**config.mk**
```make
export PLATFORM = sky130hd
export DESIGN_NAME = tnsc_parser
export DESIGN_NICKNAME = d
export VERILOG_FILES = /design/src/sv/tnsc_pkg.sv /design/src/sv/tnsc_parser.sv
export SDC_FILE = /design/constraint.sdc
export NUM_CORES = 1
export LEC_CHECK = 0
export ABC_AREA = 1
export ABC_CLOCK_PERIOD_IN_PS = 3700
export BUFFER_PORTS_ARGS = -buffer_cell sky130_fd_sc_hd__clkbuf_2
export CAP_MARGIN = 25
export CORE_MARGIN = 5
export CORE_UTILIZATION = 55
export DETAILED_ROUTE_END_ITERATION = 8
export PLACE_DENSITY = 0.74
export SYNTH_ARGS = -nofsm -noshare
export SYNTH_HDL_FRONTEND = slang
export SYNTH_SLANG_ARGS = --single-unit
```
**constraint.sdc**
```tcl
create_clock -name i_clk -period 3.7 [get_ports i_clk]
set_clock_uncertainty 0.15 [all_clocks]
set_input_delay 0.37 -clock i_clk [delete_from_list [all_inputs] [get_ports i_clk]]
set_output_delay 0.37 -clock i_clk [all_outputs]
set_load 0.005 [all_outputs]
```
**src/sv/tnsc_pkg.sv**
```systemverilog
// package for the trace node stream checker
// holds parse phases, class and error codes and field widths; no dependencies
package tnsc_pkg;

    localparam int StringLimit = 30;
    localparam int NClass      = 11;

    typedef enum logic [4:0] {
        PH_HSTR, PH_HPTR, PH_TAG, PH_SKIP, PH_ARITY, PH_MD1, PH_MD2, PH_IDSTR,
        PH_CSTR, PH_ICNT, PH_IWORDS, PH_RCNT1, PH_RWORDS1, PH_RCNT2, PH_RWORDS2,
        PH_DONE, PH_HALT
    } t_phase;

    localparam logic [3:0] CLASS_MD  = 4'd7;
    localparam logic [3:0] CLASS_NT  = 4'd8;
    localparam logic [3:0] CLASS_SR  = 4'd9;
    localparam logic [3:0] CLASS_HDR = 4'd10;

    localparam logic [2:0] ERR_OK    = 3'd0;
    localparam logic [2:0] ERR_TAG   = 3'd1;
    localparam logic [2:0] ERR_TR    = 3'd2;
    localparam logic [2:0] ERR_MD    = 3'd3;
    localparam logic [2:0] ERR_NT    = 3'd4;
    localparam logic [2:0] ERR_TRUNC = 3'd5;

    typedef struct packed {
        logic        emit;
        logic [3:0]  cls;
        logic [31:0] off;
        logic [31:0] len;
        logic [2:0]  err;
    } t_event;

    typedef struct packed {
        logic [3:0]  node_class;
        logic [31:0] node_offset;
        logic [15:0] node_length;
        logic [31:0] class_count;
        logic [31:0] class_bytes;
        logic [2:0]  error_code;
    } t_record;

    function automatic logic [31:0] sat_add(input logic [31:0] a, input logic [31:0] b);
        logic [32:0] s;
        s = {1'b0, a} + {1'b0, b};
        return s[32] ? 32'hFFFF_FFFF : s[31:0];
    endfunction

endpackage

```
**src/sv/tnsc_parser.sv**
```systemverilog
// byte parser: phase machine that finds node boundaries and errors
// depends on tnsc_pkg
module tnsc_parser #(
    parameter int STRING_LIMIT = tnsc_pkg::StringLimit
) (
    input  logic             i_clk,
    input  logic             i_rst_n,
    input  logic             i_take,
    input  logic [7:0]       i_byte,
    input  logic             i_end,
    output logic             o_halted,
    output tnsc_pkg::t_event o_evt
);
    localparam int SW = $clog2(STRING_LIMIT + 1);
    localparam logic [SW-1:0] SLim = SW'(STRING_LIMIT);

    tnsc_pkg::t_phase r_phase, n_phase;
    logic [3:0]  r_cls, n_cls;
    logic [10:0] r_left, n_left;
    logic [SW-1:0] r_chars, n_chars;
    logic [7:0]  r_words, n_words;
    logic [31:0] r_off, r_start, n_start;
    logic [2:0]  r_err, n_err;

    assign o_halted = (r_phase == tnsc_pkg::PH_DONE) || (r_phase == tnsc_pkg::PH_HALT);

    always_comb begin
        logic [SW-1:0] c1;
        logic          sdone, done, wdone;
        logic [10:0]   lm;
        logic [2:0]    kind;
        logic [4:0]    sub;
        logic [2:0]    err;
        n_phase = r_phase; n_cls = r_cls; n_left = r_left; n_chars = r_chars;
        n_words = r_words; n_start = r_start; n_err = r_err;
        err = tnsc_pkg::ERR_OK; done = 1'b0;
        kind = i_byte[7:5]; sub = i_byte[4:0];
        c1 = r_chars + SW'(1);
        sdone = (i_byte == 8'd0) || (c1 >= SLim);
        lm = (r_left != 11'd0) ? r_left - 11'd1 : 11'd0;
        wdone = 1'b0;
        o_evt = '0;
        if (r_phase inside {tnsc_pkg::PH_HSTR, tnsc_pkg::PH_MD1, tnsc_pkg::PH_MD2,
                            tnsc_pkg::PH_IDSTR, tnsc_pkg::PH_CSTR})
            n_chars = sdone ? '0 : c1;
        if (r_phase inside {tnsc_pkg::PH_IWORDS, tnsc_pkg::PH_RWORDS1,
                            tnsc_pkg::PH_RWORDS2}) begin
            n_left = lm;
            if (lm == 11'd0) begin
                n_words = (r_words != 8'd0) ? r_words - 8'd1 : 8'd0;
                if (n_words == 8'd0) wdone = 1'b1;
                else n_left = 11'd4;
            end
        end
        unique case (r_phase)
            tnsc_pkg::PH_HSTR: begin
                n_cls = tnsc_pkg::CLASS_HDR; n_start = '0;
                if (sdone) begin n_phase = tnsc_pkg::PH_HPTR; n_left = 11'd8; end
            end
            tnsc_pkg::PH_HPTR, tnsc_pkg::PH_SKIP: begin
                n_left = lm; done = (lm == 11'd0);
            end
            tnsc_pkg::PH_TAG: begin
                n_start = r_off; n_chars = '0;
                if (kind > 3'd3) begin
                    err = tnsc_pkg::ERR_TAG; n_cls = 4'd0;
                end else if (kind == 3'd0) begin
                    n_cls = 4'd0;
                    if (sub > 5'd6) err = tnsc_pkg::ERR_TR;
                    else begin
                        n_cls = sub[3:0];
                        if (sub == 5'd0) n_phase = tnsc_pkg::PH_ARITY;
                        else begin
                            n_phase = tnsc_pkg::PH_SKIP;
                            n_left = (sub == 5'd1) ? 11'd12 : (sub == 5'd2) ? 11'd8 : 11'd4;
                        end
                    end
                end else if (kind == 3'd1) begin
                    n_cls = tnsc_pkg::CLASS_MD;
                    if (sub > 5'd1) err = tnsc_pkg::ERR_MD;
                    else n_phase = tnsc_pkg::PH_MD1;
                end else if (kind == 3'd2) begin
                    n_cls = tnsc_pkg::CLASS_NT;
                    priority case (sub)
                        5'd0, 5'd4: begin n_phase = tnsc_pkg::PH_SKIP; n_left = 11'd4; end
                        5'd1: begin n_phase = tnsc_pkg::PH_SKIP; n_left = 11'd1; end
                        5'd5: begin n_phase = tnsc_pkg::PH_SKIP; n_left = 11'd8; end
                        5'd2: n_phase = tnsc_pkg::PH_ICNT;
                        5'd3: n_phase = tnsc_pkg::PH_RCNT1;
                        5'd6, 5'd7: n_phase = tnsc_pkg::PH_IDSTR;
                        5'd13: n_phase = tnsc_pkg::PH_CSTR;
                        5'd8, 5'd9, 5'd10, 5'd11, 5'd12, 5'd14, 5'd15, 5'd16: done = 1'b1;
                        default: err = tnsc_pkg::ERR_NT;
                    endcase
                end else begin
                    n_cls = tnsc_pkg::CLASS_SR;
                    n_phase = tnsc_pkg::PH_SKIP; n_left = 11'd8;
                end
            end
            tnsc_pkg::PH_ARITY: begin
                n_left = 11'(({3'd0, i_byte} + 11'd3) << 2);
                n_phase = tnsc_pkg::PH_SKIP;
            end
            tnsc_pkg::PH_MD1: if (sdone) n_phase = tnsc_pkg::PH_MD2;
            tnsc_pkg::PH_MD2, tnsc_pkg::PH_CSTR: done = sdone;
            tnsc_pkg::PH_IDSTR:
                if (sdone) begin n_phase = tnsc_pkg::PH_SKIP; n_left = 11'd9; end
            tnsc_pkg::PH_ICNT, tnsc_pkg::PH_RCNT1, tnsc_pkg::PH_RCNT2: begin
                n_words = i_byte;
                if (i_byte == 8'd0) begin
                    if (r_phase == tnsc_pkg::PH_RCNT1) n_phase = tnsc_pkg::PH_RCNT2;
                    else done = 1'b1;
                end else begin
                    n_left = 11'd4;
                    n_phase = (r_phase == tnsc_pkg::PH_ICNT) ? tnsc_pkg::PH_IWORDS :
                              (r_phase == tnsc_pkg::PH_RCNT1) ? tnsc_pkg::PH_RWORDS1 :
                              tnsc_pkg::PH_RWORDS2;
                end
            end
            tnsc_pkg::PH_IWORDS, tnsc_pkg::PH_RWORDS2: done = wdone;
            tnsc_pkg::PH_RWORDS1: if (wdone) n_phase = tnsc_pkg::PH_RCNT2;
            default: ;
        endcase
        if (n_cls > 4'd10) n_cls = 4'd0;
        o_evt.off = n_start;
        o_evt.len = r_off + 32'd1 - n_start;
        o_evt.cls = n_cls;
        if (err != tnsc_pkg::ERR_OK) begin
            n_err = err; n_phase = tnsc_pkg::PH_HALT;
            o_evt.emit = 1'b1; o_evt.err = err; o_evt.off = r_off; o_evt.len = 32'd1;
            o_evt.cls = (err == tnsc_pkg::ERR_MD) ? tnsc_pkg::CLASS_MD :
                        (err == tnsc_pkg::ERR_NT) ? tnsc_pkg::CLASS_NT : 4'd0;
        end else if (done) begin
            o_evt.emit = 1'b1;
            n_phase = i_end ? tnsc_pkg::PH_DONE : tnsc_pkg::PH_TAG;
        end else if (i_end) begin
            o_evt.emit = 1'b1; o_evt.err = tnsc_pkg::ERR_TRUNC;
            n_err = tnsc_pkg::ERR_TRUNC; n_phase = tnsc_pkg::PH_HALT;
        end
        if (o_halted) o_evt.emit = 1'b0;
    end

    always_ff @(posedge i_clk) begin
        if (!i_rst_n) begin
            r_phase <= tnsc_pkg::PH_HSTR; r_cls <= '0; r_left <= '0; r_chars <= '0;
            r_words <= '0; r_off <= '0; r_start <= '0; r_err <= '0;
        end else if (i_take && !o_halted) begin
            r_phase <= n_phase; r_cls <= n_cls; r_left <= n_left; r_chars <= n_chars;
            r_words <= n_words; r_off <= r_off + 32'd1; r_start <= n_start; r_err <= n_err;
        end
    end
endmodule

```
# Yosys cells after proc, flatten, opt, wreduce, memory -nomap -nowiden
# Cells that the tools add are included.
[classes]
add_sub_neg = 6
magnitude_cmp = 5
eq_ne = 45
mux = 82
reduce_logical = 31
[ops]
columns = ["cell", "n"]
rows = [
  ["$mux W11", 13],
  ["$mux W5", 18],
  ["$eq A5 B4 Y1 const B", 16],
  ["$mux W68", 1],
  ["$pmux W11 S6", 1],
  ["$pmux W32 S2", 1],
  ["$eq A5 B3 Y1 const B", 8],
  ["$mux W4", 10],
  ["$pmux W5 S7", 1],
  ["$mux W3", 11],
  ["$pmux W11 S3", 1],
  ["$add A32 B1 Y32 const B", 1],
  ["$mux W8", 4],
  ["$sub A32 B32 Y32", 1],
  ["$pmux W5 S5", 1],
  ["$eq A5 B2 Y1 const B", 4],
  ["$reduce_or A17 Y1", 1],
  ["$logic_not A8 Y1", 2],
  ["$mux W1", 15],
  ["$ne A5 B3 Y1 const B", 3],
  ["$ne A12 B9 Y1 const B", 1],
  ["$ne A6 B6 Y1 const B", 2],
  ["$logic_not A11 Y1", 1],
  ["$reduce_and A11 Y1", 1],
  ["37 further kinds", 51],
]
[word_totals]
reg_bits = 97
input_bits = 12
out_inout_bits = 73
elab_cells = 176

# Depth between registers and ports, before layout
[depth]
word_depth = 12
depth_mapped = 23
mapped_depth_nobuf = 23

# Worst setup path before layout
# Ideal clock, no wire load.
[synth_timing]
path_kind = "reg-to-output"
startpoint = "register r_off[0]"
endpoint = "output port o_evt[30] in the netlist's numbering"
t_arrival_ns = 3.439
t_required_ns = 3.180
slack_ns = -0.259
stages_incl_launch_ff = 20
path_buffers = 0
path_cell_list = "dfxtp_1 ha_1 nand3_1 nor3_4 nand2_2 nor3_2 nor3b_2 nand3_1 nor2_2 xor2_1 inv_1 ha_1 nand2_1 nor4_1 nand3_1 nand3_1 a21oi_1 o21ai_0 o21ai_0 a21oi_1"
[synth_rtl]
columns = ["element", "line_no", "text"]
rows = [
  ["start, declared", "tnsc_parser.sv:22", "logic [31:0] r_off, r_start, n_start;"],
  ["start signal, assigned", "tnsc_parser.sv:149", "r_words <= n_words; r_off <= r_off + 32'd1; r_start <= n_start; r_err <= n_err;"],
  ["end, declared", "tnsc_parser.sv:12", "output tnsc_pkg::t_event o_evt"],
]

==> run summary <==
Post-route core utilization: 76.4%
Sequential element share of the synthesized area: 22.2%
Count of input and output buffers: 84
Worst-path clk slew: 0.07 ns
Die Ht: 136 um
Clock Latency Late Sink: 0.36 ns
Number of global-route vias before repair: 10,025
CTS tree: done
Largest family of logic cells by synthesized area: simple AND/OR/NAND/NOR gates
Final setup vio count: 18
Gpl congestion: 0.944
Commonest non-fill, non-tap cell in the layout: inv_1
Failing checks: setup timing
Element type at the critical path end: output pin
Nets@finish: 1,680
Metal3 WL: 2.21 mm
Worst reg2reg path startpoint: r_off[1]$_SDFFE_PN0P_
Most frequent cells in the layout: inv_1, nand2_1, buf_4, nor2_1, a21oi_1
WL per Instance: 17.3 um
Largest net degree at the start of global routing: 57
Average size of a mapped cell: 6.23 um2
R2R setup slack: 0.09 ns
Critical Path Source Type: flip-flop
Final ANT Viol Nets: 0
Full die area: 18,500 um2
DR top layer: met4
XOR/XNOR Fraction of Synth Area: 4.51%
Pwr Total: 6.69 mW
Largest buffer count on any clock path: 2
Max Cap Violations: 0
Syn Inst Count: 1,404
Ports: 85
Yosys warns: 0
CP arrival: 3.90 ns
Met2 WL: 15.4 mm
DIE WIDTH: 136 um
Num CTS Buffers: 9
Status: finished, violations left
CP required: 3.18 ns
Share of cells above drive strength 1: 31.2%
Min-delay src: i_byte[5]
Distinct cell type count after synthesis: 60
Adder-Cell Fraction of Synth Area: 6.10%
Detailed Place HPWL: 21.2 mm
H-tree depth: 3
Post-Route WL: 32.0 mm
Synthesized cell area: 8740 um2
Critical R2R Capture: r_off[29]$_SDFFE_PN0P_
Slew margin rel.: 46.4%
First-pass detailed-route iteration total: 7
RSZ-0062 raised after global routing: yes
1st-iter DRT viols: 1,030
Sink Count: 97
Synth Area in Simple Gates: 28.4%
GRT overflow: 0
GRT Total Usage: 31.9%
Leak: 5.52 nW
R2R cell count: 27
Worst setup endpoint: o_evt[34]
Proportion of synthesized area in mux cells: 0%
Syn_nets: 1,458
Number of core rows: 46
Post-synthesis register bit count: 97
Initial antenna violation count: 0
Worst-path maximum fanout: 4
Worst Tran Pin Value: 0.783 ns
Fin. max-slew vios: 0
Compound-Gate Fraction of Synth Area: 25.6%
Maximum operating frequency: 226 MHz
Clock root cell: clkbuf_16
DRC: 0
Inst Count DP: 1,793
Vias per cell: 5.80
Peak VDD IR: 472 uV
First-pass GRT wire length: 48.1 mm
HP Class: input port to flip-flop
Final min period: 4.42 ns
M1 wire length: 12.5 mm
Smallest setup slack after layout: -0.716 ns
Pwr/cell area: 558 nW/um2
Crit path from: r_off[1]$_SDFFE_PN0P_
Ant diodes: 0
Final Hold Viols: 0
Core area: 15,700 um2
Via count: 10,717
Hold-critical path depth: 5
Non-filler instance count after layout: 1,847
P&R area growth vs syn: 37.3%
Starting Density: 55.6%
Crit path kind: flip-flop to output pin
Period utilization: 119%
-- synth_stat cells (all sizes together) --
cell type,instances,area [um2]
o21a,4,30.0
inv,252,946
a41oi,1,8.76
a2111oi,2,17.5
dfxtp,97,1940
a31oi,8,50.1
nand3b,1,20.0
clkinv,2,7.51
ha,41,513
a21boi,1,7.51
fa,1,20.0
a211oi,22,200
clkbuf,28,105
a22oi,2,15.0
a221oi,3,26.3
a32o,1,10.0
or2,2,12.5
o21bai,4,30.0
nor3,30,178
xor2,40,350
o2111ai,2,17.5
o221ai,1,8.76
o31ai,4,30.0
nand3,83,455
a21o,4,30.0
o21ai,135,679
and3,1,6.26
o22ai,38,238
nor3b,1,12.5
a32oi,2,17.5
nand4,20,140
buf,16,93.8
o311ai,1,8.76
nor4,10,62.6
o211ai,12,90.1
a211o,1,8.76
nand2,227,921
a21oi,140,708
nor2,158,673
a311oi,1,8.76
xnor2,5,43.8
-- cells by family after synthesis --
| family | count (synthesis) |
|---|---|
| simple gates | 533 |
| compound gates | 389 |
| buf+inv | 298 |
| flops | 97 |
| xor+xnor | 45 |
| fa+ha+maj | 42 |
-- stage by stage --
step                cell area [um2]  TNS, ns  setup WS, ns  hold slack, ns
floorplan                      8800        0       0.00687           0.301
global placement              10300    -1.25        -0.206           0.315
detailed placement            10300    -1.59        -0.265           0.322
CTS                           11400    -5.45        -0.488           0.332
global route                  12000   -11.00        -0.904           0.388
finish                        12000    -7.20        -0.716           0.348
-- power breakdown --
group          switching (mW)  total [mW]  internal [mW]
registers               0.134        1.32           1.18
clock network           0.463        1.01          0.551
logic                    2.48        4.36           1.88
total                    3.08        6.69           3.61
-- metal layers --
metal  GRT usage, %  vias up
met3           3.22      140
li1               -     5120
met2           55.5      552
met1           38.7     4905
met5              0        -
met4           17.0        0
-- how the worst min path moves through the flow --
stage / to / slack (ns)
finish: r_words[5]$_SDFFE_PN0P_ / 0.35
global route: r_left[10]$_SDFFE_PN0P_ / 0.39
CTS: r_phase[1]$_SDFFE_PN0P_ / 0.33
detailed placement: r_phase[1]$_SDFFE_PN0P_ / 0.32
global placement: r_phase[1]$_SDFFE_PN0P_ / 0.31
floorplan: r_phase[1]$_SDFFE_PN0P_ / 0.30
-- what timing repair did --
item                       4_1_cts  5_1_grt
pin swaps                       33       55
buffers inserted                31       13
setup endpoints to repair       20       29
gates resized for setup        115      139
hold buffers                     0        0
-- area by class of cell --
| type | instances | area (um2) |
|---|---|---|
| Timing Repair Buffer | 255 | 1820 |
| Clock buffer | 10 | 239 |
| Tap cell | 216 | 270 |
| Clock inverter | 6 | 72.6 |
| Multi-Input combinational cell | 1009 | 6690 |
| Fill cell | 1174 | 3710 |
| Sequential cell | 97 | 1950 |
| Inverter | 254 | 960 |
-- registers in the layout, summed over array words and instances (netlist names) --
signal	cells
r_off	32
r_start	32
r_chars	5
r_left	11
r_phase	5
r_cls	4
r_words	8
-- critical path, stage by stage, from the launching register on --
cell and delay (ns):
dfxtp_4 0.37, buf_6 0.10, nand3_4 0.08, nor2_4 0.11, nand2_2 0.08, nor2_4 0.10
nand2_2 0.08, nor2_4 0.11, nand2_2 0.09, nor2_4 0.13, nand3b_4 0.12, nor3_4 0.29
buf_4 0.20, xor2_4 0.22, ha_4 0.25, nand2_1 0.20, nor2_1 0.12, nand2_1 0.09
a21oi_1 0.04, a211o_1 0.28, nor2_2 0.11, xor2_1 0.18, nor2_1 0.07, clkbuf_2 0.11
(Power assumes the default switching activity.)
